File: src/design/sobel_pkg.sv
// Shared types and constants for the Sobel edge threshold block.
`timescale 1ns / 1ps

package sobel_pkg;

	localparam int PADDR_W = 3;

	localparam logic REG_IMAGE_WIDTH    = 1'b0;
	localparam logic REG_GRAD_THRESHOLD = 1'b1;

	localparam logic REQ_PIXEL = 1'b0;
	localparam logic REQ_FLUSH = 1'b1;

	localparam logic [10:0] IMAGE_WIDTH_RST    = 11'd640;
	localparam logic [10:0] GRAD_THRESHOLD_RST = 11'd110;
	localparam logic [21:0] THR_SQ_RST         = 22'd12100;
	localparam logic [20:0] GRAD_SQ_MAX        = 21'd2080800;

	typedef struct packed {
		logic       req_type;
		logic [7:0] pixel;
	} pix_in_t;

	typedef struct packed {
		logic [20:0] grad_sq;
		logic        edge_res;
		logic        frame_last;
	} edge_out_t;

	typedef struct packed {
		logic [10:0] image_width;
		logic [21:0] thr_sq;
	} cfg_t;

	typedef struct packed {
		logic signed [10:0] gh;
		logic signed [10:0] gv;
	} grad_t;

	typedef struct packed {
		grad_t g0;
		grad_t g1;
		logic  en0;
		logic  en1;
		logic  last;
	} grad_pair_t;

endpackage

File: src/design/sobel_mag.sv
// Squared gradient magnitude, threshold compare and result buffer.
`timescale 1ns / 1ps

module sobel_mag
	import sobel_pkg::*;
(
	input  logic        clk,
	input  logic        arst_n,
	input  logic        grad_valid,
	output logic        grad_stall,
	input  grad_pair_t  grad_data,
	input  logic [21:0] thr_sq,
	output logic        out_valid,
	input  logic        out_stall,
	output edge_out_t   out_data
);

	logic               v_s3, en0_s3, en1_s3, last_s3;
	logic [20:0]        g2a_s3, g2b_s3;
	logic signed [21:0] pha, pva, phb, pvb;
	logic               ov0_q, ov1_q;
	edge_out_t          od0_q, od1_q;
	logic               out_acc, out_free, s3_free, out_load;

	assign pha = grad_data.g0.gh * grad_data.g0.gh;
	assign pva = grad_data.g0.gv * grad_data.g0.gv;
	assign phb = grad_data.g1.gh * grad_data.g1.gh;
	assign pvb = grad_data.g1.gv * grad_data.g1.gv;

	assign out_valid  = ov0_q || ov1_q;
	assign out_data   = ov0_q ? od0_q : od1_q;
	assign out_acc    = out_valid && !out_stall;
	assign out_free   = !out_valid || (out_acc && !(ov0_q && ov1_q));
	assign s3_free    = !v_s3 || out_free;
	assign grad_stall = !s3_free;
	assign out_load   = v_s3 && out_free;

	always_ff @(posedge clk or negedge arst_n) begin
		if (!arst_n) begin
			v_s3  <= 1'b0;
			ov0_q <= 1'b0;
			ov1_q <= 1'b0;
		end else begin
			if (s3_free) begin
				v_s3 <= grad_valid;
			end
			if (out_load) begin
				ov0_q <= en0_s3;
				ov1_q <= en1_s3;
			end else if (out_acc) begin
				if (ov0_q) begin
					ov0_q <= 1'b0;
				end else begin
					ov1_q <= 1'b0;
				end
			end
		end
	end

	always_ff @(posedge clk) begin
		if (s3_free && grad_valid) begin
			g2a_s3  <= 21'(pha[19:0]) + 21'(pva[19:0]);
			g2b_s3  <= 21'(phb[19:0]) + 21'(pvb[19:0]);
			en0_s3  <= grad_data.en0;
			en1_s3  <= grad_data.en1;
			last_s3 <= grad_data.last;
		end
		if (out_load) begin
			od0_q.grad_sq    <= g2a_s3;
			od0_q.edge_res   <= {1'b0, g2a_s3} > thr_sq;
			od0_q.frame_last <= 1'b0;
			od1_q.grad_sq    <= g2b_s3;
			od1_q.edge_res   <= {1'b0, g2b_s3} > thr_sq;
			od1_q.frame_last <= last_s3;
		end
	end

endmodule

File: config.mk
export PLATFORM = sky130hd
export DESIGN_NAME = sobel_mag
export DESIGN_NICKNAME = d
export VERILOG_FILES = /design/src/design/sobel_pkg.sv /design/src/design/sobel_mag.sv
export SDC_FILE = /design/constraint.sdc
export NUM_CORES = 1
export LEC_CHECK = 0
export ABC_CLOCK_PERIOD_IN_PS = 5000
export BUFFER_PORTS_ARGS = -buffer_cell sky130_fd_sc_hd__buf_4
export CAP_MARGIN = 30
export CORE_UTILIZATION = 47
export DETAILED_ROUTE_END_ITERATION = 16
export REMOVE_ABC_BUFFERS = 1
export SLEW_MARGIN = 25
export SYNTH_ARGS = -nofsm -noshare
export SYNTH_HDL_FRONTEND = slang
export SYNTH_SLANG_ARGS = --single-unit
File: constraint.sdc
create_clock -name clk -period 5 [get_ports clk]
set_input_delay 1.25 -clock clk [delete_from_list [all_inputs] [get_ports clk]]
set_output_delay 1.25 -clock clk [all_outputs]
set_load 0.02 [all_outputs]
# Word level (Yosys, flattened, before mapping)
# Index checks and enable logic that the tools add are counted.
[totals]
ff_bits = 93
in_bits = 73
elab_cells = 43
[classes]
multipliers = 4
magnitude_cmp = 2
mux = 6
n_eq_ne = 1
addsub = 2
reduce_logical = 15
[op_table]
columns = ["cell", "n"]
rows = [
  ["$mul 11x11->20", 4],
  ["$gt 21x22->1", 2],
  ["$add 20x20->21", 2],
  ["$mux 23", 1],
  ["$logic_and 1x1->1", 5],
  ["$logic_not 1->1", 5],
  ["$mux 1", 5],
  ["$logic_or 1x1->1", 3],
  ["$ne 2x1->1 const B", 1],
  ["$reduce_and 2->1", 1],
  ["$reduce_bool 2->1", 1],
]

# Logic depth before layout (Yosys ltp)
# Gate-level depths: netlist of the first run.
[logic_depth]
ltp_word = 7
mapped_depth = 28
ltp_nobuf = 27

# Worst setup path after synthesis of the first run
# OpenSTA, ideal clock, no wires.
[synth_path]
path_type = "input port to flip-flop"
from = "input grad_data[7] in the netlist's numbering"
to = "register g2b_s3[19] (data pin)"
path_slack_ns = -2.076
t_required_ns = 4.742
arrival_ns = 6.818
n_path_buf = 1
cell_stages = 23
setup_ns = 0.258
cell_sequence = "clkbuf_1 -> nand2_1 -> fa_1 -> inv_1 -> fa_1 -> inv_1 -> fa_1 -> inv_1 -> fa_1 -> fa_1 -> ha_1 -> o21a_1 -> o21ai_0 -> inv_1 -> a21oi_1 -> xnor2_1 -> ha_1 -> and3_1 -> a221o_1 -> a2111oi_4 -> o31ai_1 -> a31oi_1 -> xnor2_1"
[synth_via]
elab_chain_cells = 2
[synth_lines]
columns = ["item", "line", "rtl"]
rows = [
  ["from (decl)", "sobel_mag.sv:11", "input grad_pair_t grad_data,"],
  ["$mul 11x11->20", "sobel_mag.sv:28", "assign pvb = grad_data.g1.gv * grad_data.g1.gv;"],
  ["$add 20x20->21", "sobel_mag.sv:63", "g2b_s3 <= 21'(phb[19:0]) + 21'(pvb[19:0]);"],
  ["to (signal assigned)", "sobel_mag.sv:63", ""],
  ["to (decl)", "sobel_mag.sv:19", "logic [20:0] g2a_s3, g2b_s3;"],
]
# Every way passes these cells.
# A chain may end at the register's enable or synchronous reset.

# Final worst setup path of the first run
[layout_path]
from = "input grad_data[18] in the netlist's numbering"
to = "register g2b_s3[19] (data pin)"
[layout_via]
elab_chain_cells = 2
[layout_lines]
columns = ["item", "line", "rtl"]
rows = [
  ["$mul 11x11->20", "sobel_mag.sv:27", "assign phb = grad_data.g1.gh * grad_data.g1.gh;"],
  ["$add 20x20->21", "sobel_mag.sv:63", ""],
]
# Every way passes these cells.

==> impl_metrics.yaml, run 1 <==
run_status:
  status: "complete, but fails checks"
  violations: "setup timing"
sta:
  slew-limit-headroom_pct: 48.1
  min_period_ns: 6.58
  tightest_slew_ns: 0.777
  rsz0062_at_grt: "yes"
  layout_setup_ws_ns: -1.58
  fin_crit_sh_pct: 132
  finalSetupViolations: 29
  hold_viol_final: 0
  timing.hold.ws_ns: 0.431
  skew_ns: 0.0148
  maxSlewViolCount: 0
  fmax_ghz: 0.152
clock_tree:
  clock_path_buffers: 2
  clock-root-buffer: "clkbuf_16"
  path_clk_slew_ns: 0.06
  cts_buffers: 9
  insertion_delay_ns: 0.35
  cts_tree: "done"
  htreeDepth: 3
  cts_sinks: 93
synthesis:
  ys_seq_elements: 93
  yosys_warnings: 0
  synth_top_cell_by_area: "fa_1"
  synth_ff_type: "edfxtp_1"
  syn-cell-area_sq_um: 21100
  synth_edf_count: 90
  ys_seq_area_share_pct: 13.2
  synth.avg_cell_area_sq_um: 9.74
  syn_inst: 2165
  async_reset_ff_share_pct: 3.23
  synth_area_leaders: "fa_1 (36%), ha_1 (15%), edfxtp_1 (13%)"
  netlist.area_leader.share_pct: 35.8
  synth_cell_types: 63
layout:
  num_antenna_cells: 0
  fin_cells: 3319
  layout-drive-gt1-share_pct: 34.1
  fin_nets: 3422
  area_growth_pct: 33.6
  finish.instance_area_sq_um: 28200
  nFillCells: 3640
route:
  drc_errors: 0
  avgViaCountPerCell: 4.93
  wirelength_mm: 50.7
  wl_per_cell_microns: 15.3
  ant_nets: 0
  drt_iter0_markers: 645
  dr_total_vias: 16352
  drtPass1Iterations: 5
worst_setup_path:
  max_stage_delay_ns: 0.56
  regToRegStartpoint: "ov0_q$_DFFE_PN0P_"
  path_common_cell: "inv_2"
  rr_worst_depth: 5
  rrSetupSlack_ns: 2.46
  r2r-end: "g2a_s3[6]$_DFFE_PP_"
  path_class: "input pin to flop"
  crit_buf_inv: 8
  cp-end-kind: "flop"
  crit_slowest_cell: "fa_2"
  worst-endpoint-required_ns: 5.09
  critPathMaxFanout: 5
  critPathTopFamily: "adder cells"
  start_kind: "input pin"
  cp.arrival_ns: 6.68
placed_design:
  io_buffers: 97
  post-dp-hpwl_mm: 42.6
  place_area_sq_um: 25800
  gp_congestion: 0.905
  dp.cells: 3264
  place_ws_ns: -2.11
global_routing:
  first_global_vias: 17563
  overflow: 0
  grtUsageTotal_pct: 22.8
  use_met3_pct: 1.95
  use_met1_pct: 31.5
  grt_busiest_layer: "met2"
  antenna_found_initial: 1
  use_met2_pct: 39.6
  grt_max_degree: 28
  grt_pass1_wl_mm: 83.2
floorplan:
  fp.dieArea_sq_um: 45700
  core_area_sq_um: 44200
  start_util_pct: 47.7
  rows: 77
  die_w_microns: 214
  num_io_pins: 98
  die_y_microns: 214
min_path:
  hold_depth: 0
  min-delay-start: "last_s3$_DFFE_PP_"
  worstHoldPathType: "flop to flop"
  min_to: "od1_q[0]$_DFFE_PP_"
flow_run:
  cap_violations: 0
-- registers in the layout (all words and copies together), names as in the netlist --
signal	cells
g2b_s3	21
od0_q	22
v_s3	1
g2a_s3	21
od1_q	23
en1_s3	1
ov0_q	1
ov1_q	1
last_s3	1
en0_s3	1
-- cell usage after synthesis, types with 3 or more instances --
cell and instances:
a211oi_1 12, and2_1 92, nor3_1 17, mux2_2 22
a21oi_1 68, nand4_1 8, nand3_1 16, o31ai_1 6
o21bai_1 14, a31o_2 4, a21o_1 45, nor2b_1 48
mux2i_1 7, a21boi_0 3, xnor2_1 123, clkbuf_1 39
xor2_1 17, o21a_1 13, inv_1 557, dfrtp_1 3
and4_1 4, and3_1 7, nand4b_1 3, nand2b_1 13
a31oi_1 10, o21ai_0 35, o311ai_0 3, nand2_1 138
a311o_1 5, edfxtp_1 90, nor4_1 4, fa_1 377
or2_2 7, nor2_1 67, a221oi_1 4, ha_1 250
-- timing repair --
item,4_1_cts,5_1_grt
buffers inserted,35,18
endpoints found under the setup margin,30,30
gates resized for setup,317,131
pin swaps,194,152
hold buffers,0,0
-- worst register-to-register path: stages (launching register included) --
cell     delay [ns]
dfrtp_1        0.35
buf_4          0.25
maj3_1         0.46
nand2_1        0.12
and2_2         0.61
buf_4          0.42
-- area by class of cell --
| type | instances | area [sq um] | area share, % |
|---|---|---|---|
| well taps | 592 | 741 | 2.63 |
| repair buffers | 585 | 4710 | 16.7 |
| inverters | 557 | 2100 | 7.44 |
| clock buffers | 10 | 229 | 0.813 |
| flip-flops and latches | 93 | 2780 | 9.86 |
| multi-input cells | 1476 | 17600 | 62.4 |
| clock inverters | 6 | 40.0 | 0.142 |
-- cells in the final DEF, fill, tap and decap left out, drive strengths merged, types with 4 or more instances in the layout --
cell / instances
nand2: 138
a21oi: 69
xor2: 17
nand4: 8
o21bai: 14
a21o: 45
nor2b: 48
mux2i: 7
mux2: 22
o21a: 13
o31ai: 6
and4: 4
nor4: 4
edfxtp: 90
a221oi: 4
a211oi: 13
nor3: 17
a31o: 4
inv: 557
and2: 92
xnor2: 123
ha: 250
buf: 585
nand2b: 13
and3: 7
fa: 377
nor2: 67
o21ai: 37
or2: 7
a31oi: 10
clkbuf: 10
a311o: 5
nand3: 16
a21boi: 4
-- through the flow --
step | utilization (%) | TNS (ns)
6_report | 63.7 | -30.62
4_1_cts | 62.2 | -31.28
3_5_place_dp | 58.3 | -47.80
2_1_floorplan | - | -30.07
5_1_grt | 63.7 | -35.24
3_3_place_gp | 58.3 | -46.21
-- cells by family (layout without fill, tap and decap cells) --
logic type / after synthesis / in the layout / share of synthesized area [%]
simple gates: 433 / 433 / 10.4
xor+xnor: 140 / 140 / 5.81
compound gates: 246 / 246 / 7.86
buf+inv: 596 / 1158 / 10.6
mux: 29 / 29 / 1.51
flops: 93 / 93 / 13.2
fa+ha+maj: 628 / 628 / 50.7
-- metal layers --
| layer | vias up | part of all wire (%) | wire, microns |
|---|---|---|---|
| met3 | 41 | 3.5 | 1790 |
| met1 | 8189 | 45 | 22700 |
| met2 | 266 | 50 | 25400 |
| met4 | 0 | 1.4 | 692 |
| met5 | - | 0 | 0 |
| li1 | 7856 | - | - |
-- worst max path at each step --
stage                                 to     startpoint  cells past startpoint
CTS                 g2b_s3[15]$_DFFE_PP_  grad_data[20]                     22
finish              g2b_s3[19]$_DFFE_PP_  grad_data[18]                     27
global route        g2b_s3[15]$_DFFE_PP_  grad_data[18]                     28
global placement    g2b_s3[18]$_DFFE_PP_  grad_data[19]                     23
floorplan           g2b_s3[19]$_DFFE_PP_   grad_data[7]                     22
detailed placement  g2b_s3[19]$_DFFE_PP_  grad_data[19]                     23
Power of run 1 is not shown: default switching activity piles up to over one toggle a cycle in this logic, so the estimate is an artifact.
==> run 2, diff against run 1 <==
--- a/config.mk
+++ b/config.mk
@@ -8,8 +8,12 @@
 export ABC_CLOCK_PERIOD_IN_PS = 5000
 export BUFFER_PORTS_ARGS = -buffer_cell sky130_fd_sc_hd__buf_4
 export CAP_MARGIN = 30
+export CELL_PAD_IN_SITES_DETAIL_PLACEMENT = 1
+export CELL_PAD_IN_SITES_GLOBAL_PLACEMENT = 1
 export CORE_UTILIZATION = 47
 export DETAILED_ROUTE_END_ITERATION = 16
+export MAX_ROUTING_LAYER = met4
+export PLACE_DENSITY_LB_ADDON = 0.1
 export REMOVE_ABC_BUFFERS = 1
 export SLEW_MARGIN = 25
 export SYNTH_ARGS = -nofsm -noshare
==> run 2 against run 1 <==
Effect of this change:
- largest cell class unchanged
- the run still ends with setup timing left
- sequential cell count stayed put
- clock skew shrank 0.0068 ns
- global-route usage up 5.6 points
- final area up 3.1%
- worst setup slack got worse by 0.36 ns
- non-clock buffer count increased by 35
- critical path type unchanged
- maximum frequency down 5.1%
- highest routed layer unchanged
==> impl_metrics.yaml, run 2 (same netlist as run 1, synthesis figures left out) <==
sta:
  timing.hold.ws_ns: 0.435
  min_period_ns: 6.94
  maxSlewViolCount: 0
  layout_setup_ws_ns: -1.94
  fin_crit_sh_pct: 139
  skew_ns: 0.00798
  fin_tns_setup_ns: -37.13
  tightest_slew_ns: 0.520
  hold_viol_final: 0
  fmax_ghz: 0.144
  finalSetupViolations: 30
  rsz0062_at_grt: "yes"
  slew-limit-headroom_pct: 65.3
worst_setup_path:
  critPathTopFamily: "adder cells"
  max_stage_delay_ns: 0.53
  cp.arrival_ns: 7.07
  crit_slowest_cell: "fa_1"
  critPathMaxFanout: 12
  setup.worst_path.end: "g2b_s3[16]$_DFFE_PP_"
  cp.depth: 26
  r2r-end: "od0_q[1]$_DFFE_PP_"
  worst-endpoint-required_ns: 5.13
  rr_worst_depth: 8
  path_class: "input pin to flop"
  regToRegStartpoint: "g2a_s3[3]$_DFFE_PP_"
  crit_buf_inv: 6
  critPathLaunch: "grad_data[15]"
  rrSetupSlack_ns: 2.35
  cp-end-kind: "flop"
  start_kind: "input pin"
clock_tree:
  clock-root-buffer: "clkbuf_16"
  path_clk_slew_ns: 0.07
  clock_path_buffers: 2
  cts_sinks: 93
  insertion_delay_ns: 0.36
  ctsHoldBuffers: 0
  cts_buffers: 9
  cts_tree: "done"
  htreeDepth: 3
floorplan:
  fp.dieArea_sq_um: 45700
  die_y_microns: 214
  start_util_pct: 47.7
  rows: 77
  die_w_microns: 214
  num_io_pins: 98
  core_area_sq_um: 44200
placed_design:
  dp.cells: 3281
  io_buffers: 97
  gp_congestion: 0.886
  post-dp-hpwl_mm: 51.5
flow_run:
  cap_violations: 0
layout:
  regMostFlops: "od1_q"
  largest_reg_flops: 23
  fin_cells: 3355
  final_cell_mix: "buf_4 (534), inv_1 (508), fa_1 (363)"
  fin_nets: 3457
  area_growth_pct: 37.6
  top_regs: "od1_q (23), od0_q (22)"
  final_common_cell: "buf_4"
  layout-drive-gt1-share_pct: 36.4
route:
  ant_nets: 0
  wl_per_cell_microns: 21.8
  drc_errors: 0
  drt_iter0_markers: 807
  drtPass1Iterations: 5
  dr_total_vias: 17877
  avgViaCountPerCell: 5.33
  wirelength_mm: 73.2
global_routing:
  first_global_vias: 19592
  grt_pass1_wl_mm: 98.4
  grt_max_degree: 33
  grtUsageTotal_pct: 28.4
  antenna_found_initial: 1
  overflow: 0
run_status:
  status: "complete, but fails checks"
  violations: "setup timing"
min_path:
  worstHoldPathType: "flop to flop"
-- run 2: cell types whose count changed in the layout (fill, tap and decap cells not counted), sizes merged --
| cell | previous run | this run |
|---|---|---|
| buf | 585 | 620 |
| bufinv | 0 | 1 |
| clkinv | 3 | 2 |
| clkinvlp | 3 | 5 |
| diode | 0 | 1 |
| inv | 557 | 555 |
-- run 2: how the worst min path moves through the flow --
stage,start,to,slack (ns),cells past startpoint
after floorplan,last_s3$_DFFE_PP_,od1_q[0]$_DFFE_PP_,0.40,0
after global placement,last_s3$_DFFE_PP_,od1_q[0]$_DFFE_PP_,0.41,0
after detailed placement,last_s3$_DFFE_PP_,od1_q[0]$_DFFE_PP_,0.42,0
after CTS,last_s3$_DFFE_PP_,od1_q[0]$_DFFE_PP_,0.44,0
after global routing,last_s3$_DFFE_PP_,od1_q[0]$_DFFE_PP_,0.44,0
final,last_s3$_DFFE_PP_,od1_q[0]$_DFFE_PP_,0.43,0
-- run 2: timing repair --
item | 4_1_cts | 5_1_grt
pin swaps | 180 | 179
buffers inserted | 37 | 29
cloned | 0 | 0
resized for setup | 310 | 229
setup endpoints to repair | 30 | 30
endpoints found under the hold margin | 0 | 0
-- run 2: final cells by class --
cell class | instances | area (sq um)
sequential | 93 | 2780
antenna | 1 | 2.50
inverter | 557 | 2110
timing repair buffer | 620 | 5070
clock inverter | 6 | 62.6
multi-input combinational | 1476 | 18000
fill | 4754 | 15200
clock buffer | 10 | 229
tap | 592 | 741
-- run 2: metrics by stage --
step	util (%)	instance area [sq um]	setup WS (ns)
5_1_grt	65.6	29000	-2.04
6_report	65.6	29000	-1.94
4_1_cts	62.6	27700	-1.76
3_5_place_dp	58.6	25900	-2.26
3_3_place_gp	58.6	25900	-2.08
2_1_floorplan	-	20900	-1.79
-- run 2: per-layer routing --
layer	track usage, %	routed length, microns	part of all wire [%]
met1	34.6	28300	39
met2	51.9	39900	55
met3	2.33	2630	3.6
met4	4.63	2380	3.3
met5	-	0	0
-- run 2: worst register-to-register path, delay by kind of cell (launching register included) --
kind | cells | cell delay, ns
flops | 1 | 0.43
compound gates | 7 | 1.67
fa+ha+maj | 1 | 0.32
Power of run 2 is left out for the same reason.
==> run 3, diff against run 2 <==
--- a/config.mk
+++ b/config.mk
@@ -10,7 +10,7 @@
 export CAP_MARGIN = 30
 export CELL_PAD_IN_SITES_DETAIL_PLACEMENT = 1
 export CELL_PAD_IN_SITES_GLOBAL_PLACEMENT = 1
-export CORE_UTILIZATION = 47
+export CORE_UTILIZATION = 30
 export DETAILED_ROUTE_END_ITERATION = 16
 export MAX_ROUTING_LAYER = met4
 export PLACE_DENSITY_LB_ADDON = 0.1
==> run 3 against run 2 <==
Effect of this change:
- the flow still finishes with violations (setup timing)
- final cell count rose by 10%
- worst hold slack improved by 0.0022 ns
- sequential cell count did not move
- core utilization fell by 23 points
- clock skew fell by 0.00092 ns
- sequential share of layout area fell by 0.19 points
- non-clock buffer count rose by 4
- global-route usage fell by 11 points
==> impl_metrics.yaml, run 3 (same netlist as run 1, synthesis figures left out) <==
floorplan:
  die_w_microns: 267
  num_io_pins: 98
  start_util_pct: 30.5
  rows: 96
  core_area_sq_um: 69100
  die_y_microns: 267
  fp.dieArea_sq_um: 71400
layout:
  regMostFlops: "od1_q"
  top_regs: "od1_q (23), od0_q (22)"
  finish.utilization_pct: 42.9
  final_cell_mix: "buf_4 (540), inv_1 (509), fa_1 (361)"
  largest_reg_flops: 23
  fin_nets: 3461
  area_growth_pct: 40.4
  finish.instance_area_sq_um: 29600
  final_common_cell: "buf_4"
  layout-drive-gt1-share_pct: 37.2
worst_setup_path:
  cp-end-kind: "flop"
  max_stage_delay_ns: 0.54
  crit_slowest_cell: "fa_1"
  critPathMaxFanout: 7
  cp.arrival_ns: 6.70
  rrSetupSlack_ns: 2.49
  r2r-end: "od0_q[1]$_DFFE_PP_"
  cp_cell_sequence: "buf_12 -> and2_4 -> fa_1 -> fa_1 -> fa_1 -> fa_1 -> inv_1 -> fa_1 -> inv_1 -> ha_2 -> or3_4 -> or3b_4 -> a31oi_4 -> o31ai_4 -> xor2_1 -> ha_1 -> a21o_1 -> nor3_2 -> o31ai_1 -> a31oi_1 -> xnor2_1"
  path_common_cell: "fa_1"
  regToRegStartpoint: "g2a_s3[3]$_DFFE_PP_"
  worst-endpoint-required_ns: 5.10
  path_class: "input pin to flop"
  rr_worst_depth: 8
  start_kind: "input pin"
placed_design:
  place_area_sq_um: 26400
  place_ws_ns: -2.36
  gp_congestion: 0.838
  io_buffers: 97
  post-dp-hpwl_mm: 51.5
global_routing:
  first_global_vias: 19287
  grt_max_degree: 31
  grtUsageTotal_pct: 17.5
  grt_pass1_wl_mm: 97.1
  overflow: 0
  antenna_found_initial: 3
sta:
  min_period_ns: 6.60
  fin_crit_sh_pct: 132
  layout_setup_ws_ns: -1.60
  fin_tns_setup_ns: -29.58
  tightest_slew_ns: 0.921
  rsz0062_at_grt: "yes"
  finalSetupViolations: 29
  fmax_ghz: 0.152
  slew-limit-headroom_pct: 38.5
  maxSlewViolCount: 0
  skew_ns: 0.00706
  hold_viol_final: 0
clock_tree:
  clock-root-buffer: "clkbuf_16"
  insertion_delay_ns: 0.35
  clock_path_buffers: 2
  cts_tree: "done"
  cts_sinks: 93
  htreeDepth: 3
  cts_buffers: 9
  path_clk_slew_ns: 0.07
route:
  drc_errors: 0
  drtPass1Iterations: 4
  avgViaCountPerCell: 4.46
  wirelength_mm: 58.9
  drt_iter0_markers: 458
  wl_per_cell_microns: 15.9
  ant_nets: 0
  dr_total_vias: 16509
min_path:
  min-delay-start: "last_s3$_DFFE_PP_"
  hold_depth: 0
  worstHoldPathType: "flop to flop"
  min_to: "od1_q[0]$_DFFE_PP_"
run_status:
  status: "complete, but fails checks"
  violations: "setup timing"
flow_run:
  cap_violations: 0
## run 3: stage by stage
step / hold slack (ns) / std cells
global route: 0.448 / 3699
floorplan: 0.400 / 2126
finish: 0.437 / 3700
global placement: 0.403 / 3630
detailed placement: 0.426 / 3630
CTS: 0.442 / 3679
## run 3: cell type report
cell class | count | area, sq um
Antenna cell | 3 | 7.51
Clock buffer | 9 | 225
Clock inverter | 7 | 72.6
Fill cell | 7721 | 39500
Inverter | 557 | 2110
Multi-Input combinational cell | 1476 | 18100
Sequential cell | 93 | 2780
Tap cell | 931 | 1160
Timing Repair Buffer | 624 | 5120
## run 3: worst max path at each step
stage,startpoint,endpoint,cells past startpoint
finish,grad_data[17],g2b_s3[19]$_DFFE_PP_,21
detailed placement,grad_data[17],g2b_s3[20]$_DFFE_PP_,22
CTS,grad_data[16],g2b_s3[15]$_DFFE_PP_,23
global placement,grad_data[17],g2b_s3[18]$_DFFE_PP_,23
global route,grad_data[17],g2b_s3[17]$_DFFE_PP_,22
floorplan,grad_data[7],g2b_s3[19]$_DFFE_PP_,22
## run 3: critical path, delay by kind of cell
family,cells,cell delay (ns)
AND/OR/NAND/NOR,4,1.11
AO/OA/AOI/OAI,5,0.85
adder cells (fa/ha/maj),7,3.00
XOR/XNOR,2,0.26
buffers and inverters,3,0.21
## run 3: routing by layer
metal	up-vias	share of wire, %	GRT usage [%]
met5	-	0	-
met1	8453	48	23.6
met2	113	49	29.4
met4	0	0.45	1.58
li1	7921	-	-
met3	22	2.4	1.96
## run 3: what timing repair did
| action | 4_1_cts | 5_1_grt |
|---|---|---|
| pin swaps | 202 | 176 |
| hold buffers | 0 | 0 |
| endpoints found under the setup margin | 30 | 30 |
| resized for setup | 365 | 203 |
| setup buffers | 39 | 25 |
Power of run 3 is left out for the same reason.
