## config.mk

```make
export PLATFORM = sky130hd
export DESIGN_NAME = sobel_cfg
export DESIGN_NICKNAME = d
export VERILOG_FILES = /design/src/design/sobel_pkg.sv /design/src/design/sobel_cfg.sv
export SDC_FILE = /design/constraint.sdc
export NUM_CORES = 1
export LEC_CHECK = 0
export ABC_AREA = 1
export BUFFER_PORTS_ARGS = -buffer_cell sky130_fd_sc_hd__buf_2
export CAP_MARGIN = 20
export CELL_PAD_IN_SITES_DETAIL_PLACEMENT = 0
export CELL_PAD_IN_SITES_GLOBAL_PLACEMENT = 1
export CORE_ASPECT_RATIO = 0.6
export CORE_UTILIZATION = 30
export CTS_CLUSTER_SIZE = 12
export DETAILED_ROUTE_END_ITERATION = 12
export PLACE_DENSITY_LB_ADDON = 0.1
export SYNTH_ARGS = -nofsm -noshare
export SYNTH_HDL_FRONTEND = slang
export SYNTH_SLANG_ARGS = --single-unit
```

## constraint.sdc

```tcl
create_clock -name clk -period 5.8 [get_ports clk]
set_input_delay 0.87 -clock clk [delete_from_list [all_inputs] [get_ports clk]]
set_output_delay 0.87 -clock clk [all_outputs]
set_load 0.02 [all_outputs]
```

## src/design/sobel_pkg.sv

```systemverilog
// Shared types and constants for the Sobel edge threshold block.
`timescale 1ns / 1ps

package sobel_pkg;

	localparam int PADDR_W = 3;

	localparam logic REG_IMAGE_WIDTH    = 1'b0;
	localparam logic REG_GRAD_THRESHOLD = 1'b1;

	localparam logic REQ_PIXEL = 1'b0;
	localparam logic REQ_FLUSH = 1'b1;

	localparam logic [10:0] IMAGE_WIDTH_RST    = 11'd640;
	localparam logic [10:0] GRAD_THRESHOLD_RST = 11'd110;
	localparam logic [21:0] THR_SQ_RST         = 22'd12100;
	localparam logic [20:0] GRAD_SQ_MAX        = 21'd2080800;

	typedef struct packed {
		logic       req_type;
		logic [7:0] pixel;
	} pix_in_t;

	typedef struct packed {
		logic [20:0] grad_sq;
		logic        edge_res;
		logic        frame_last;
	} edge_out_t;

	typedef struct packed {
		logic [10:0] image_width;
		logic [21:0] thr_sq;
	} cfg_t;

	typedef struct packed {
		logic signed [10:0] gh;
		logic signed [10:0] gv;
	} grad_t;

	typedef struct packed {
		grad_t g0;
		grad_t g1;
		logic  en0;
		logic  en1;
		logic  last;
	} grad_pair_t;

endpackage

```

## src/design/sobel_cfg.sv

```systemverilog
// APB configuration registers and threshold square.
`timescale 1ns / 1ps

module sobel_cfg
	import sobel_pkg::*;
(
	input  logic               clk,
	input  logic               arst_n,
	input  logic               psel,
	input  logic               penable,
	input  logic               pwrite,
	input  logic [PADDR_W-1:0] paddr,
	input  logic [31:0]        pwdata,
	output logic [31:0]        prdata,
	output logic               pready,
	output cfg_t               cfg
);

	logic [10:0] image_width_q;
	logic [10:0] grad_threshold_q;
	logic [21:0] thr_sq_q;
	logic        reg_idx;
	logic        wr;

	assign reg_idx = paddr[PADDR_W-1];
	assign wr      = psel && penable && pwrite;
	assign pready  = 1'b1;

	always_ff @(posedge clk or negedge arst_n) begin
		if (!arst_n) begin
			image_width_q    <= IMAGE_WIDTH_RST;
			grad_threshold_q <= GRAD_THRESHOLD_RST;
			thr_sq_q         <= THR_SQ_RST;
		end else begin
			if (wr) begin
				unique case (reg_idx)
					REG_IMAGE_WIDTH:    image_width_q    <= pwdata[10:0];
					REG_GRAD_THRESHOLD: grad_threshold_q <= pwdata[10:0];
				endcase
			end
			thr_sq_q <= 22'(grad_threshold_q) * 22'(grad_threshold_q);
		end
	end

	always_comb begin
		unique case (reg_idx)
			REG_IMAGE_WIDTH:    prdata = {21'd0, image_width_q};
			REG_GRAD_THRESHOLD: prdata = {21'd0, grad_threshold_q};
		endcase
	end

	assign cfg.image_width = image_width_q;
	assign cfg.thr_sq      = thr_sq_q;

endmodule

```

### Word-level counts from Yosys, hierarchy flattened

Cells that the tools add are included.

| cells by class | value |
|---|---|
| bitwise gates (word level) | 1 |
| reduce and logical (&&, ||, !) cells | 4 |
| multipliers | 1 |
| multiplexer cells | 1 |

Operators with widths:

| operator | count |
|---|---|
| 32-bit one-hot mux with 2 select lines | 1 |
| 11-bit by 11-bit multiplier with 22-bit output | 1 |
| 2-bit AND reduction | 2 |
| 1-bit logical AND | 2 |
| 1-bit NOT | 1 |

| word-level totals | value |
|---|---|
| word-level logic and storage cells | 10 |
| bits in registers | 44 |
| input bits | 40 |
| output and inout port bits | 66 |

### Depth between registers and ports, before layout

Gate-level depths: netlist of run 1.

| depth | value |
|---|---|
| depth in word-level cells | 3 |
| gate-level depth with buffers | 23 |
| gate-level depth less buffers | 22 |

### Worst setup path before layout of run 1

Ideal clock, no wire load.

| timing | value |
|---|---|
| path kind | reg-to-reg |
| start | reg grad_threshold_q[2] |
| end | reg thr_sq_q[20] |
| arrival | 4.637 ns |
| slack | 1.046 ns |
| library setup time | 0.117 ns |
| buffers on the path | 1 |
| data required time | 5.683 ns |
| clock period less this slack | 4.754 ns |
| stages on the path, launching flop included | 20 |
| cell sequence | dfstp_2 clkbuf_1 nand2_1 fa_1 fa_1 inv_1 fa_1 fa_1 inv_1 fa_1 inv_1 ha_1 nand2_1 inv_1 a21oi_1 nand3_2 nand2_1 nand2_1 nand2_1 nand2_1 |

| between the ends | value |
|---|---|
| longest elaborated chain between the ends | 1 |

Ends and longest elaborated chain:

| what | line | source |
|---|---|---|
| start, declared | sobel_cfg.sv:20 | `logic [10:0] grad_threshold_q;` |
| start signal, assigned | sobel_cfg.sv:38 | `REG_GRAD_THRESHOLD: grad_threshold_q <= pwdata[10:0];` |
| 11-bit by 11-bit multiplier with 22-bit output | sobel_cfg.sv:41 | `thr_sq_q <= 22'(grad_threshold_q) * 22'(grad_threshold_q);` |
| end signal, assigned | sobel_cfg.sv:41 |  |
| end, declared | sobel_cfg.sv:21 | `logic [21:0] thr_sq_q;` |

No other way between the ends.
A chain may end at the register's enable or synchronous reset.

### Worst setup path in the final report of run 1

| timing | value |
|---|---|
| start | reg grad_threshold_q[8] |
| end | reg thr_sq_q[17] |

Same word-level chain as after synthesis.

==> results of run 1 <==
-- worst max-delay path, stage by stage, from the launching register on --
cell     delay [ns]
dfrtp_1        0.79
nand2_1        0.24
fa_1           0.56
fa_1           0.55
inv_1          0.05
fa_1           0.45
fa_1           0.51
inv_1          0.05
fa_1           0.53
inv_1          0.04
ha_1           0.36
nand2_1        0.13
inv_1          0.09
a21oi_1        0.19
nand3_2        0.17
nand2_1        0.12
nand2_1        0.06
nand2_1        0.05
nand2_1        0.04
-- state kept, by name, summed over array words and instances (netlist names) --
| signal | cells |
|---|---|
| image_width_q | 11 |
| thr_sq_q | 21 |
| grad_threshold_q | 11 |
-- stage by stage --
step                util [%]  hold slack [ns]  instances
floorplan                  -            0.393        679
global placement        33.9            0.491        927
detailed placement      33.9            0.501        927
CTS                     34.8            0.511        935
global route            34.9            0.545        936
finish                  34.9            0.508        936
-- cells by family (layout without fill, tap and decap cells) --
family,count (synthesis),after routing,share of synthesized area (%)
simple gates,219,219,16.9
buf+inv,206,235,16.6
fa+ha+maj,116,116,37.1
compound gates,56,56,5.47
flops,43,43,21.1
xor+xnor,16,16,2.70
other cells,2,23,0.145
-- final timing paths --
path | start | endpoint | slack [ns] | cells after the start
max | grad_threshold_q[8]$_DFFE_PN0P_ | thr_sq_q[17]$_DFF_PN0_ | 0.70 | 18
min | image_width_q[7]$_DFFE_PN1P_ | image_width_q[7]$_DFFE_PN1P_ | 0.51 | 2
min in group asynchronous | arst_n | thr_sq_q[4]$_DFF_PN0_ | 0.53 | 1
min reg2reg | image_width_q[7]$_DFFE_PN1P_ | image_width_q[7]$_DFFE_PN1P_ | 0.51 | 2
max in group asynchronous | arst_n | thr_sq_q[2]$_DFF_PN1_ | 4.71 | 2
max reg2reg | grad_threshold_q[8]$_DFFE_PN0P_ | thr_sq_q[17]$_DFF_PN0_ | 0.70 | 18
-- per-layer routing --
metal / global-route usage (%) / share of wire [%] / vias to the layer above
li1: - / - / 1986
met1: 23.8 / 57 / 1837
met2: 20.7 / 38 / 68
met3: 2.47 / 4.6 / 4
met4: 2.09 / 0.68 / 0
met5: 0 / 0 / -
-- cell usage after synthesis --
cell type | n | area share [%]
conb_1 | 2 | 0.14
nand3_2 | 2 | 0.39
clkbuf_1 | 13 | 0.94
ha_1 | 53 | 13
xor2_1 | 12 | 2.0
o21ai_0 | 36 | 3.5
nand2_2 | 2 | 0.24
inv_2 | 1 | 0.072
nor2_2 | 3 | 0.36
inv_1 | 166 | 12
nor2_1 | 19 | 1.4
dfstp_2 | 14 | 7.1
dfrtp_1 | 29 | 14
and3_1 | 1 | 0.12
fa_1 | 63 | 24
a21oi_1 | 18 | 1.7
a21o_1 | 1 | 0.14
and2_1 | 2 | 0.24
a31oi_1 | 1 | 0.12
nand2_1 | 173 | 13
buf_2 | 3 | 0.29
nand3_1 | 14 | 1.4
xnor2_1 | 4 | 0.68
buf_4 | 23 | 3.3
nor3_1 | 3 | 0.29
-- report_power, final --
group	total [mW]	leakage, nW	switching (mW)	internal (mW)
sequential	0.535	0.509	0.0950	0.440
clock	0.308	0.0748	0.144	0.164
combinational	2.27	2.95	1.46	0.808
total	3.11	3.53	1.70	1.41
-- layout make-up --
cell class | instances | area (um^2) | share of cell area, %
multi-input combinational | 430 | 3310 | 57.2
tap | 228 | 285 | 4.93
clock buffer | 5 | 125 | 2.16
clock inverter | 3 | 26.3 | 0.454
timing repair buffer | 60 | 315 | 5.45
sequential | 43 | 1090 | 18.9
inverter | 167 | 627 | 10.8
==> results.sh, run 1 <==
export IMPL_status="completed"
export IMPL_via_per_inst=4.16
export IMPL_relSlewSlack_pct=53.9
export IMPL_ys_ff_latch=43
export IMPL_grt_total_usage_pct=14.8
export IMPL_power_leakage_nw=3.53
export IMPL_clk_pin_slew_ns=0.08
export IMPL_setup_viol=0
export IMPL_grt_pass1_vias=4081
export IMPL_clk_latency_ns=0.29
export IMPL_post_route_period_util_pct=88.0
export IMPL_ys_warn_count=0
export IMPL_ir_worst_vdd_v=0.000186
export IMPL_rsz0062_at_grt="no"
export IMPL_final_cell_mix="173 x nand2_1, 166 x inv_1, 63 x fa_1, 59 x buf_2, 53 x ha_1"
export IMPL_cp_required_ns=5.99
export IMPL_syn_avg_cell_area_um2=7.89
export IMPL_antenna_cells=0
export IMPL_antenna_found_initial=0
export IMPL_mostFrequentLayoutCell="nand2_1"
export IMPL_place_ws_ns=0.666
export IMPL_port_buffers=59
export IMPL_h_tree_depth=2
export IMPL_finalMaxSlewViolations=0
export IMPL_cts_made_buffers=5
export IMPL_hp_class="flip-flop to flip-flop"
export IMPL_drcViolationCount=0
export IMPL_chipWidth_um=172
export IMPL_drt_iter0_drc=178
export IMPL_fmax_mhz=196
export IMPL_dr_pass1_iters=4
export IMPL_timing_final_ws_setup_ns=0.696
export IMPL_cts_setup_buffers=0
export IMPL_grt_ovfl_total=0
export IMPL_stdcell_area_um2=5780
export IMPL_power_mw=3.11
export IMPL_cts_path_max_buffers=2
export IMPL_ys_seq_area_share_pct=21.1
export IMPL_dieArea_um2=17800
export IMPL_cp_end_kind="flip-flop"
export IMPL_ant_nets=0
export IMPL_hold_viol=0
export IMPL_grt_pass1_wl_um=20800
export IMPL_wl_um=11900
export IMPL_ctsResizeCount=0
export IMPL_root_buffer="clkbuf_16"
export IMPL_rows=36
export IMPL_place_congestion=0.781
export IMPL_path_class="flip-flop to flip-flop"
export IMPL_ios=106
export IMPL_dpl_cell_area_um2=5610
export IMPL_syn_area_um2=5190
export IMPL_syn_to_final_growth_pct=11.5
export IMPL_cts_sinks=43
export IMPL_cts_tree="done"
export IMPL_crit_fanout=17
export IMPL_powerDensity_nw_per_um2=538
export IMPL_fin_crit_ns=5.10
export IMPL_drv_cap=0
export IMPL_coreArea_um2=16600
export IMPL_grt_start_max_net_pins=44
export IMPL_clock_skew_ns=0.00753
export IMPL_die_h_um=104
export IMPL_fill_cells=1805
export IMPL_fin_setup_tns_ns=0
export IMPL_nNetsFinal=863
export IMPL_synthCells=658
export IMPL_tightestPinTransition_ns=0.691
export IMPL_wl_per_cell_um=12.7
export IMPL_drive_gt1_share_pct=12.7
export IMPL_num_vias=3895
export IMPL_cp_data_arrival_time_ns=5.30
export IMPL_yosysUniqueCellTypes=25
export IMPL_postCtsHoldBufs=0
export IMPL_start_util_pct=31.3
export IMPL_startpoint_type="flip-flop"
export IMPL_hpwl_um=9770
(Power assumes the default switching activity.)
==> inputs of run 2 (changes only) <==
- CORE_ASPECT_RATIO: 0.6 -> 1.1
- CORE_UTILIZATION: 30 -> 23
- RECOVER_POWER: default -> 100
==> run 2 against run 1 <==
Effect of this change:
- the run now ends with max-capacitance violations, max-slew violations left
- final area increased by 0.61%
- register-to-register slack worse by 0.06 ns
- clock skew rose by 0.0051 ns
- first-iteration DRC count shrank 44%
- wire length increased by 11%
- critical path depth unchanged
- non-clock buffer count increased by 2
- sequential share of layout area fell by 0.11 points
- flip-flop and latch count unchanged
- final cell count grew 7.4%
- utilization down 8.6 points
- critical endpoint is now thr_sq_q[20]$_DFF_PN0_
==> results.sh, run 2 (synthesis results as in run 1) <==
export IMPL_status="complete, but fails checks"
export IMPL_failed_checks="max-capacitance violations, max-slew violations"
export IMPL_use_met2_pct=22.4
export IMPL_ctsResizeCount=0
export IMPL_via_per_inst=3.96
export IMPL_drcViolationCount=0
export IMPL_crit_family="adder cells"
export IMPL_place_congestion=0.749
export IMPL_grt_pass1_vias=4419
export IMPL_relSlewSlack_pct=-72.5
export IMPL_wl_um=13100
export IMPL_pwr_share_clk_pct=11.3
export IMPL_fin_setup_tns_ns=0
export IMPL_switchingPower_mw=1.72
export IMPL_coreArea_um2=22100
export IMPL_place_ws_ns=0.688
export IMPL_combinationalPowerShare_pct=71.6
export IMPL_postCtsHoldBufs=0
export IMPL_numPlacedInstances=997
export IMPL_power_leakage_nw=3.38
export IMPL_min_from="image_width_q[7]$_DFFE_PN1P_"
export IMPL_die_h_um=160
export IMPL_cts_setup_buffers=0
export IMPL_chipWidth_um=145
export IMPL_top_usage_layer="met2"
export IMPL_dieArea_um2=23200
export IMPL_finalMaxSlewViolations=44
export IMPL_final_util_pct=26.3
export IMPL_cp_data_arrival_time_ns=5.36
export IMPL_antenna_found_initial=0
export IMPL_antenna_cells=0
export IMPL_hpwl_um=10900
export IMPL_cpMostUsedCell="nand2_1"
export IMPL_crit_chain="nand2_1, fa_1, fa_1, inv_1, fa_1, fa_1, inv_1, fa_1, inv_1, ha_1, nand2_1, inv_1, a21oi_1, nand3_1, nand2_1, nand2_1, nand2_1, nand2_1"
export IMPL_nNetsFinal=865
export IMPL_reg_largest_list="thr_sq_q (21), grad_threshold_q (11), image_width_q (11)"
export IMPL_root_buffer="clkbuf_16"
export IMPL_syn_to_final_growth_pct=12.1
export IMPL_largest_reg_flops=21
export IMPL_start_util_pct=23.5
export IMPL_grt_pass1_wl_um=22400
export IMPL_hold_viol=0
export IMPL_post_route_period_util_pct=89.1
export IMPL_r2r_start="grad_threshold_q[1]$_DFFE_PN1P_"
export IMPL_rrSetupSlack_ns=0.63
export IMPL_timing_final_ws_setup_ns=0.635
export IMPL_startpoint_type="flip-flop"
export IMPL_grt_start_max_net_pins=44
export IMPL_crit_fanout=13
export IMPL_clk_latency_ns=0.31
export IMPL_power_frac_seq_pct=17.0
export IMPL_cp_required_ns=5.99
export IMPL_wl_per_cell_um=13.1
export IMPL_dr_pass1_iters=4
export IMPL_stdcell_count=1005
export IMPL_h_tree_depth=2
export IMPL_drv_cap=1
export IMPL_setup_viol=0
export IMPL_cts_path_max_buffers=2
export IMPL_use_met3_pct=1.81
export IMPL_critical_path_slowest_cell="dfstp_1"
export IMPL_fill_cells=2486
export IMPL_num_vias=3978
export IMPL_rsz0062_at_grt="no"
export IMPL_powerDensity_nw_per_um2=542
export IMPL_regMostFlops="thr_sq_q"
export IMPL_cpPeakStageDelay_ns=0.88
export IMPL_swShare_pct=54.7
export IMPL_grt_ovfl_total=0
export IMPL_hp_class="flip-flop to flip-flop"
export IMPL_cts_sinks=43
export IMPL_rows=57
export IMPL_power_mw=3.15
export IMPL_drive_gt1_share_pct=5.92
export IMPL_ant_nets=0
export IMPL_critPathBufInv=4
export IMPL_internal_power_mw=1.43
export IMPL_cp_end_kind="flip-flop"
export IMPL_final_cell_mix="173 x nand2_1, 167 x inv_1, 63 x fa_1, 53 x ha_1, 46 x clkbuf_1"
export IMPL_fin_crit_ns=5.17
export IMPL_clock_skew_ns=0.0126
export IMPL_grt_total_usage_pct=12.4
export IMPL_port_buffers=59
export IMPL_mostFrequentLayoutCell="nand2_1"
export IMPL_cts_tree="done"
export IMPL_cts_made_buffers=5
export IMPL_clk_pin_slew_ns=0.08
export IMPL_path_class="flip-flop to flip-flop"
export IMPL_use_met1_pct=15.3
export IMPL_fmax_mhz=194
export IMPL_ir_worst_vdd_v=0.000185
export IMPL_tightestPinTransition_ns=2.59
export IMPL_cp_startpoint="grad_threshold_q[1]$_DFFE_PN1P_"
export IMPL_ios=106
export IMPL_drt_iter0_drc=99
==> run 2: cell types whose count changed in the layout (fill, tap and decap cells not counted), sizes merged <==
cell / change
bufinv: +1
inv: -1
clkbuf: +46
buf: -44
==> run 2: path summary, 6_finish.rpt <==
path / to / cells after the start
setup / recovery: thr_sq_q[20]$_DFF_PN0_ / 18
hold / removal: image_width_q[7]$_DFFE_PN1P_ / 2
setup reg to reg: thr_sq_q[20]$_DFF_PN0_ / 18
hold reg to reg: image_width_q[7]$_DFFE_PN1P_ / 2
max in group asynchronous: thr_sq_q[14]$_DFF_PN0_ / 2
min in group asynchronous: image_width_q[8]$_DFFE_PN0P_ / 2
==> run 2: area by class of cell <==
class                   instances  area [um^2]  area share [%]
well taps                     295          369            6.34
clock buffers                   5          125            2.15
flip-flops and latches         43         1090            18.8
clock inverters                 3         47.5           0.817
multi-input cells             430         3300            56.7
inverters                     167          627            10.8
repair buffers                 62          255            4.39
==> run 2: tightest hold or removal path, cell delays in order (launching register included) <==
cell	delay, ns
dfstp_2	0.38
nand2_1	0.05
o21ai_0	0.07
==> run 2: power by group through the flow <==
| stage | sequential (mW) | clock (mW) | combinational [mW] |
|---|---|---|---|
| floorplan | 0.589 | 0 | 1.65 |
| global placement | 0.544 | 0 | 2.38 |
| detailed placement | 0.545 | 0 | 2.35 |
| CTS | 0.541 | 0.375 | 2.38 |
| global route | 0.556 | 0.386 | 2.65 |
| finish | 0.537 | 0.358 | 2.26 |
==> run 2: layer usage <==
metal | part of all wire (%) | wire, um
met5 | 0 | 0
met4 | 1.4 | 190
met3 | 2.2 | 295
met2 | 50 | 6500
met1 | 47 | 6140
==> run 2: through the flow <==
| stage | area, um^2 | hold slack (ns) |
|---|---|---|
| floorplan | 5270 | 0.393 |
| global placement | 5720 | 0.490 |
| detailed placement | 5720 | 0.497 |
| CTS | 5890 | 0.512 |
| global route | 5820 | 0.525 |
| finish | 5820 | 0.507 |
==> inputs of run 3 (changes only) <==
- clock period: 5.8 -> 6.43 ns (I/O delays scaled with it)
==> run 3 against run 2 <==
Effect of this change:
- the flow still finishes with violations (max-capacitance violations, max-slew violations)
- count of clock-buffer cells in the layout is the same
- combinational power shrank 10%
- via count shrank 1.1%
- clock skew is essentially flat
- clock power shrank 11%
- largest cell class unchanged
==> results.sh, run 3 (synthesis results as in run 1) <==
export IMPL_status="complete, but fails checks"
export IMPL_failed_checks="max-capacitance violations, max-slew violations"
export IMPL_mostFrequentLayoutCell="nand2_1"
export IMPL_rrSetupSlack_ns=1.22
export IMPL_ir_worst_vdd_v=0.000201
export IMPL_ant_nets=0
export IMPL_cp_required_ns=6.62
export IMPL_clk_pin_slew_ns=0.08
export IMPL_cts_sinks=43
export IMPL_crit_fanout=13
export IMPL_start_util_pct=23.5
export IMPL_cts_made_buffers=5
export IMPL_wl_um=13200
export IMPL_cp_end_kind="flip-flop"
export IMPL_stdcell_count=1003
export IMPL_final_util_pct=26.3
export IMPL_cts_path_max_buffers=2
export IMPL_rr_worst_depth=18
export IMPL_postCtsHoldBufs=0
export IMPL_antenna_found_initial=0
export IMPL_ctsResizeCount=0
export IMPL_nNetsFinal=863
export IMPL_wl_per_cell_um=13.1
export IMPL_h_tree_depth=2
export IMPL_multi_input_area_um2=3300
export IMPL_coreArea_um2=22100
export IMPL_r2r_end="thr_sq_q[17]$_DFF_PN0_"
export IMPL_grt_total_usage_pct=12.3
export IMPL_hold_viol=0
export IMPL_cts_setup_buffers=0
export IMPL_numPlacedInstances=995
export IMPL_die_h_um=160
export IMPL_grt_start_max_net_pins=44
export IMPL_power_leakage_nw=3.37
export IMPL_port_buffers=59
export IMPL_ios=106
export IMPL_path_class="flip-flop to flip-flop"
export IMPL_grt_ovfl_total=0
export IMPL_drv_cap=1
export IMPL_rows=57
export IMPL_num_vias=3935
export IMPL_drive_gt1_share_pct=5.79
export IMPL_chipWidth_um=145
export IMPL_relSlewSlack_pct=-75.5
export IMPL_regMostFlops="thr_sq_q"
export IMPL_startpoint_type="flip-flop"
export IMPL_rsz0062_at_grt="no"
export IMPL_root_buffer="clkbuf_16"
export IMPL_cts_tree="done"
export IMPL_powerDensity_nw_per_um2=489
export IMPL_setup_viol=0
export IMPL_clock_skew_ns=0.0122
export IMPL_fmax_mhz=192
export IMPL_min_from="image_width_q[7]$_DFFE_PN1P_"
export IMPL_drt_iter0_drc=111
export IMPL_fin_setup_tns_ns=0
export IMPL_place_congestion=0.744
export IMPL_fin_crit_ns=5.21
export IMPL_fill_cells=2473
export IMPL_reg_largest_list="thr_sq_q (21), grad_threshold_q (11), image_width_q (11)"
export IMPL_place_ws_ns=1.22
export IMPL_hpwl_um=10800
export IMPL_grt_pass1_vias=4334
export IMPL_clk_latency_ns=0.31
export IMPL_timing_final_ws_setup_ns=1.22
export IMPL_dieArea_um2=23200
export IMPL_antenna_cells=0
export IMPL_regArea_um2=1090
export IMPL_r2r_start="grad_threshold_q[1]$_DFFE_PN1P_"
export IMPL_grt_pass1_wl_um=22300
export IMPL_syn_to_final_growth_pct=11.9
export IMPL_tightestPinTransition_ns=2.63
export IMPL_holdPathEnd="image_width_q[7]$_DFFE_PN1P_"
export IMPL_post_route_period_util_pct=81.0
export IMPL_dr_pass1_iters=4
export IMPL_cp_data_arrival_time_ns=5.39
export IMPL_via_per_inst=3.92
export IMPL_largest_reg_flops=21
export IMPL_finalMaxSlewViolations=44
export IMPL_hp_class="flip-flop to flip-flop"
export IMPL_whs_path_depth=2
export IMPL_final_cell_mix="173 x nand2_1, 167 x inv_1, 63 x fa_1, 53 x ha_1, 45 x clkbuf_1"
export IMPL_drcViolationCount=0
## run 3: changes by cell type in the layout (fill, tap and decap cells not counted)
cell      change
buf_4         -1
clkbuf_1      -1
## run 3: worst max-delay path by stage
stage	from	to	slack (ns)	depth (start not counted)
2_1_floorplan	grad_threshold_q[2]$_DFFE_PN1P_	thr_sq_q[20]$_DFF_PN0_	1.68	19
6_report	grad_threshold_q[1]$_DFFE_PN1P_	thr_sq_q[17]$_DFF_PN0_	1.22	18
3_3_place_gp	grad_threshold_q[8]$_DFFE_PN0P_	thr_sq_q[20]$_DFF_PN0_	1.24	18
3_5_place_dp	grad_threshold_q[8]$_DFFE_PN0P_	thr_sq_q[20]$_DFF_PN0_	1.22	18
5_1_grt	grad_threshold_q[8]$_DFFE_PN0P_	thr_sq_q[21]$_DFF_PN0_	0.83	18
4_1_cts	grad_threshold_q[8]$_DFFE_PN0P_	thr_sq_q[20]$_DFF_PN0_	1.20	18
## run 3: final cells by class
class | count | area share [%]
clock buffer | 5 | 2.15
clock inverter | 3 | 0.819
inverter | 167 | 10.8
multi-input combinational | 430 | 56.8
sequential | 43 | 18.8
tap | 295 | 6.36
timing repair buffer | 60 | 4.20
## run 3: routing by layer
layer	GRT usage (%)	wire length, um	vias up
met5	0	0	-
met4	2.73	119	0
met3	1.72	336	8
met2	22.2	6590	55
met1	15.4	6110	1887
li1	-	-	1985
## run 3: through the flow
step | area, um^2 | total power, mW | hold slack (ns)
after CTS | 5880 | 2.97 | 0.511
after global routing | 5810 | 3.25 | 0.526
after global placement | 5700 | 2.63 | 0.491
after detailed placement | 5700 | 2.61 | 0.499
after floorplan | 5270 | 2.02 | 0.393
final | 5810 | 2.84 | 0.506
## run 3: critical path, stage by stage (launching register included)
cell	delay, ns
dfstp_1	0.90
nand2_1	0.19
fa_1	0.52
fa_1	0.54
inv_1	0.05
fa_1	0.50
fa_1	0.54
inv_1	0.05
fa_1	0.53
inv_1	0.04
ha_1	0.35
nand2_1	0.09
nand2_1	0.07
a21oi_1	0.15
nand3_1	0.22
nand2_1	0.14
nand2_1	0.06
nand2_1	0.05
nand2_1	0.08
## run 3: power by group
part | internal (mW) | leakage (nW) | switching, mW
registers | 0.398 | 0.509 | 0.0944
clock network | 0.186 | 0.0844 | 0.134
logic | 0.700 | 2.78 | 1.33
